[src/hdl/bda_pkg.sv]
// Package for the binary to decimal ASCII converter.
// Holds field widths, digit count and the ASCII offset; no dependencies.
package bda_pkg;

  localparam int VALUE_W        = 32;   // width of the input field
  localparam int VALUE_BITS_DEF = 32;   // default number of bits converted
  localparam int BCD_DIGITS     = 10;   // decimal digits of a 32-bit number
  localparam int DIGIT_W        = 4;    // bits of one BCD digit
  localparam int CHAR_W         = 6;    // width of the character field
  localparam int POS_W          = $clog2(BCD_DIGITS);

  localparam logic [CHAR_W-1:0] ASCII_ZERO = CHAR_W'(48);

  // Control handed from the sequencer to the row of digit cells
  typedef struct packed {
    logic clear;   // zero every digit
    logic shift;   // one add-3 and shift pass
  } cell_ctrl_t;

  typedef logic [DIGIT_W-1:0] digit_t;

endpackage

[src/hdl/bda_cell.sv]
// One BCD digit cell of the double-dabble row.
// Depends on bda_pkg; takes a bit from its lower neighbour, passes one up.
module bda_cell import bda_pkg::*; (
  input  logic       clk,
  input  cell_ctrl_t ctrl,
  input  logic       carry_in,
  output logic       carry_out,
  output digit_t     digit
);

  digit_t adjusted;

  // Add three to a digit of five or more before the shift
  always_comb begin
    adjusted  = (digit >= DIGIT_W'(5)) ? digit + DIGIT_W'(3) : digit;
    carry_out = adjusted[DIGIT_W-1];
  end

  // Clear on a new item, shift in the neighbour's bit on each pass
  always_ff @(posedge clk) begin
    if (ctrl.clear) begin
      digit <= '0;
    end else if (ctrl.shift) begin
      digit <= {adjusted[DIGIT_W-2:0], carry_in};
    end
  end

endmodule

[src/hdl/bda_chain.sv]
// Row of BCD digit cells, least significant digit at index 0.
// Depends on bda_pkg and bda_cell.
module bda_chain import bda_pkg::*; (
  input  logic       clk,
  input  cell_ctrl_t ctrl,
  input  logic       serial_in,
  output digit_t     digits [BCD_DIGITS]
);

  logic carry [BCD_DIGITS];

  assign carry[0] = serial_in;

  // Each cell feeds its top bit into the next; the top cell's carry is dropped
  for (genvar i = 0; i < BCD_DIGITS; i++) begin : g_cell
    if (i == BCD_DIGITS - 1) begin : g_top
      bda_cell u_cell (
        .clk       (clk),
        .ctrl      (ctrl),
        .carry_in  (carry[i]),
        .carry_out (),
        .digit     (digits[i])
      );
    end else begin : g_mid
      bda_cell u_cell (
        .clk       (clk),
        .ctrl      (ctrl),
        .carry_in  (carry[i]),
        .carry_out (carry[i+1]),
        .digit     (digits[i])
      );
    end
  end

endmodule
[config.mk]
export PLATFORM = sky130hd
export DESIGN_NAME = bda_chain
export DESIGN_NICKNAME = d
export VERILOG_FILES = /design/src/hdl/bda_pkg.sv /design/src/hdl/bda_cell.sv /design/src/hdl/bda_chain.sv
export SDC_FILE = /design/constraint.sdc
export NUM_CORES = 1
export LEC_CHECK = 0
export BUFFER_PORTS_ARGS = -buffer_cell sky130_fd_sc_hd__buf_2
export CAP_MARGIN = 20
export CELL_PAD_IN_SITES_DETAIL_PLACEMENT = 1
export CELL_PAD_IN_SITES_GLOBAL_PLACEMENT = 1
export CORE_MARGIN = 2
export CORE_UTILIZATION = 41
export CTS_CLUSTER_SIZE = 24
export DETAILED_ROUTE_END_ITERATION = 10
export HOLD_SLACK_MARGIN = 0.02
export PLACE_DENSITY_LB_ADDON = 0.1
export REMOVE_ABC_BUFFERS = 1
export SYNTH_ARGS = -nofsm -noshare
export SYNTH_HDL_FRONTEND = slang
export SYNTH_SLANG_ARGS = --single-unit
[constraint.sdc]
create_clock -name clk -period 2.07 [get_ports clk]
set_clock_uncertainty 0.05 [all_clocks]
set_input_delay 0 -clock clk [delete_from_list [all_inputs] [get_ports clk]]
set_output_delay 0 -clock clk [all_outputs]
set_load 0.02 [all_outputs]
==> flow_results.xml <==
<?xml version="1.0" encoding="UTF-8"?>
<metrics>
  <group name="floorplan">
    <metric name="fp.dieW" unit="um">80.6</metric>
    <metric name="i_o_pins" unit="">44</metric>
    <metric name="placeableCoreArea" unit="um2">5570</metric>
    <metric name="floorplan.die_area" unit="um2">6500</metric>
    <metric name="initial_utilization" unit="%">43.2</metric>
    <metric name="core.rowCount" unit="">27</metric>
    <metric name="die-height" unit="um">80.6</metric>
  </group>
  <group name="setup_path">
    <metric name="critical_path.startpoint_type" unit="">register</metric>
    <metric name="critPathSlowestCell" unit="">or4b_1</metric>
    <metric name="cp_max_stage_delay" unit="ns">0.50</metric>
    <metric name="critPathTopFamily" unit="">simple AND/OR/NAND/NOR gates</metric>
    <metric name="timing.reg2reg.setup_slack" unit="ns">0.41</metric>
    <metric name="worst_r2r_startpoint" unit="">g_cell[2].g_mid.u_cell.digit[0]</metric>
    <metric name="path_max_fanout" unit="">6</metric>
    <metric name="worstPathBufferInverterCount" unit="">1</metric>
    <metric name="r2r_end" unit="">g_cell[2].g_mid.u_cell.digit[2]</metric>
    <metric name="critPathCaptureType" unit="">register</metric>
    <metric name="required" unit="ns">2.21</metric>
    <metric name="r2r_cells" unit="">6</metric>
    <metric name="crit_path_cell_trace" unit="">inv_1, ha_1, nand2b_1, a21oi_1, or4b_1, o311ai_1</metric>
    <metric name="criticalPathCategory" unit="">register to register</metric>
    <metric name="worstPathArrival" unit="ns">1.80</metric>
  </group>
  <group name="clocking">
    <metric name="postCtsResizedCells" unit="">0</metric>
    <metric name="cts.reportedPaths.clkPinSlew" unit="ns">0.07</metric>
    <metric name="cts_setup_buffers" unit="">0</metric>
    <metric name="cts_made_buffers" unit="">5</metric>
    <metric name="clock_tree_from_tritoncts" unit="">built</metric>
    <metric name="clock_sink_count" unit="">40</metric>
    <metric name="ctsHtreeMaxLevel" unit="">2</metric>
    <metric name="cts_buffer_depth" unit="">2</metric>
    <metric name="clock_latency_on_the_worst_skew_pair" unit="ns">0.28</metric>
    <metric name="ctsRootBufferMaster" unit="">clkbuf_8</metric>
  </group>
  <group name="drt">
    <metric name="dr.first_iter.drc_count" unit="">104</metric>
    <metric name="drc" unit="">0</metric>
    <metric name="routed-via-count" unit="">2312</metric>
    <metric name="first_pass_iters" unit="">4</metric>
    <metric name="post_dr_vias_cell" unit="">5.64</metric>
    <metric name="final_antenna_net_count" unit="">0</metric>
    <metric name="routedWlPerCell" unit="um">14.2</metric>
    <metric name="postRouteWirelength" unit="um">5800</metric>
  </group>
  <group name="global_route">
    <metric name="global_route_wire_length_before_repair" unit="um">9940</metric>
    <metric name="maximum_number_of_pins_on_one_net_before_global_route_repair" unit="">49</metric>
    <metric name="grt.total_usage" unit="%">18.9</metric>
    <metric name="grt_antenna_before_repair" unit="">0</metric>
    <metric name="first_global_vias" unit="">2202</metric>
    <metric name="grt_remaining_overflow" unit="">0</metric>
  </group>
  <group name="synthesis">
    <metric name="warnings_from_yosys" unit="">0</metric>
    <metric name="synthCells" unit="">297</metric>
    <metric name="async_flop_share" unit="%">0</metric>
    <metric name="synth_enable_flop_cells" unit="">0</metric>
    <metric name="synth_ff_type" unit="">dfxtp_1</metric>
    <metric name="ys_seq_area_share" unit="%">33.3</metric>
    <metric name="synthesis.area_per_instance" unit="um2">8.10</metric>
    <metric name="yosys_register_bits" unit="">40</metric>
    <metric name="syn-cell-area" unit="um2">2410</metric>
    <metric name="synthDistinctLibCells" unit="">37</metric>
  </group>
  <group name="cells_and_area">
    <metric name="post_route_cells_drive_above_1_share" unit="%">15.7</metric>
    <metric name="antennaDiodeCount" unit="">0</metric>
    <metric name="num-nets-final" unit="">361</metric>
    <metric name="finalCoreUtilization" unit="%">49.8</metric>
    <metric name="synthToLayoutAreaGrowth" unit="%">15.4</metric>
    <metric name="fill_cell_total_of_the_finished_layout" unit="">698</metric>
    <metric name="combined_area_of_the_multi_input_logic_cells" unit="um2">1410</metric>
    <metric name="regArea" unit="um2">801</metric>
  </group>
  <group name="place">
    <metric name="gp_routability_congestion" unit="">0.778</metric>
    <metric name="detailedPlace.worstSlack" unit="ns">0.414</metric>
    <metric name="portBuffers" unit="">43</metric>
    <metric name="detailed_place_hpwl" unit="um">4120</metric>
  </group>
  <group name="sta">
    <metric name="worst_slew_margin_rel" unit="%">59.9</metric>
    <metric name="fin_crit" unit="ns">1.66</metric>
    <metric name="setup_viol" unit="">0</metric>
    <metric name="rsz0062_at_grt" unit="">no</metric>
    <metric name="final-hold-violation-count" unit="">0</metric>
    <metric name="final_min_period_over_clock_period" unit="%">80.2</metric>
    <metric name="final_max_slew_viol_count" unit="">0</metric>
    <metric name="fmax" unit="MHz">602</metric>
    <metric name="setup_total_negative_slack" unit="ns">0</metric>
    <metric name="finalHoldWorstSlack" unit="ns">0.131</metric>
    <metric name="setup_slack" unit="ns">0.409</metric>
    <metric name="tightest_slew" unit="ns">0.601</metric>
  </group>
  <group name="hold_path">
    <metric name="whs_endpoint" unit="">g_cell[5].g_mid.u_cell.digit[3]</metric>
    <metric name="worstHoldPathType" unit="">input port to register</metric>
    <metric name="min_delay_path_depth" unit="">3</metric>
    <metric name="hold_path_startpoint" unit="">ctrl[1]</metric>
  </group>
  <group name="power">
    <metric name="pwr_density_cell" unit="nW/um2">582</metric>
    <metric name="vdd_drop_max" unit="mV">0.247</metric>
    <metric name="leakagePower" unit="nW">1.05</metric>
  </group>
  <group name="job">
    <metric name="max_cap_viol_count" unit="">0</metric>
  </group>
  <group name="run_status">
    <metric name="run_status" unit="">finished, final reports clean</metric>
  </group>
</metrics>
[sequential cells by signal (all words and copies together) (netlist names)]
name,count
g_cell.g_mid.u_cell.digit,36
g_cell.g_top.u_cell.digit,4
[worst max-delay path by stage]
stage                     cells after the start                              end                       startpoint
after floorplan                               6  g_cell[2].g_mid.u_cell.digit[1]  g_cell[2].g_mid.u_cell.digit[0]
after global placement                        6  g_cell[2].g_mid.u_cell.digit[1]  g_cell[2].g_mid.u_cell.digit[0]
after detailed placement                      6  g_cell[2].g_mid.u_cell.digit[2]  g_cell[2].g_mid.u_cell.digit[0]
after CTS                                     6  g_cell[2].g_mid.u_cell.digit[2]  g_cell[2].g_mid.u_cell.digit[0]
after global routing                          6  g_cell[2].g_mid.u_cell.digit[1]  g_cell[2].g_mid.u_cell.digit[0]
final                                         6  g_cell[2].g_mid.u_cell.digit[2]  g_cell[2].g_mid.u_cell.digit[0]
[worst min-delay path, delay by kind of cell]
family	cells	cell delay, ns
buffers and inverters	2	0.35
AOI/OAI and AO/OA	1	0.06
[cell type report]
cell class | count | share of cell area (%)
repair buffers | 47 | 9.82
well taps | 72 | 3.24
multi-input cells | 212 | 50.7
clock buffers | 8 | 3.24
inverters | 31 | 4.19
flip-flops and latches | 40 | 28.8
[report_power, final]
part	switching (mW)	internal (mW)	leakage, nW
combinational	0.155	0.0923	0.676
clock	0.258	0.272	0.0455
sequential	0.0425	0.798	0.325
[layout by cell type (no fill, tap or decap), types with 2 or more instances in the layout]
cell,instances
dfxtp_1,40
a21oi_1,25
o31ai_1,7
nand2b_1,10
o22ai_1,8
buf_2,43
clkbuf_1,2
inv_1,31
or3_1,7
o21ai_1,9
nand4_1,8
o32ai_1,8
o22a_1,3
o21ai_0,19
nand4b_1,4
nand2_1,13
a21o_1,7
xnor2_1,7
nor3_1,9
buf_12,2
o311ai_1,4
nor2_1,15
nand3b_1,4
or4b_1,4
clkbuf_8,6
a31oi_1,4
nand3_1,10
ha_1,20
[layer usage]
| layer | vias up | track usage [%] | wire, um |
|---|---|---|---|
| met4 | 0 | 5.59 | 53 |
| met3 | 7 | 3.82 | 212 |
| met2 | 38 | 32.0 | 2710 |
| li1 | 1164 | - | - |
| met1 | 1103 | 24.3 | 2830 |
| met5 | - | 0 | 0 |
[cells in the mapped netlist (all sizes together), types with 7 or more instances]
cell type	number	area share, %
o31ai	7	2.2
nand2b	10	2.6
o21ai	28	5.8
a21o	7	2.2
nand4	8	2.1
o22ai	8	2.1
a21oi	25	5.2
o32ai	8	2.9
or3	7	1.8
xnor2	7	2.5
ha	20	10
nor3	9	1.9
nor2	15	2.3
nand3	10	2.1
dfxtp	40	33
inv	31	4.8
nand2	13	2.0
buf	12	3.0
[cell families (layout without fill, tap and decap cells)]
| family | count (synthesis) | count (layout) | synth area share [%] |
|---|---|---|---|
| AO/OA/AOI/OAI | 99 | 99 | 25.6 |
| XOR/XNOR | 7 | 7 | 2.55 |
| adder cells (fa/ha/maj) | 20 | 20 | 10.4 |
| buffers and inverters | 45 | 86 | 8.22 |
| flip-flops | 40 | 40 | 33.3 |
| multiplexers | 1 | 1 | 0.416 |
| AND/OR/NAND/NOR | 85 | 85 | 19.5 |
[per-stage QoR]
step | instances | power, mW | area [um2]
floorplan | 283 | 0.996 | 2320
global placement | 401 | 1.10 | 2680
detailed placement | 401 | 1.10 | 2680
CTS | 410 | 1.65 | 2780
global route | 410 | 1.71 | 2780
finish | 410 | 1.62 | 2780
[what timing repair did]
| action | 4_1_cts | 5_1_grt |
|---|---|---|
| endpoints found under the setup margin | 0 | 0 |
| hold buffers | 1 | 0 |
| hold endpoints to repair | 1 | 0 |
(Power assumes the default switching activity.)
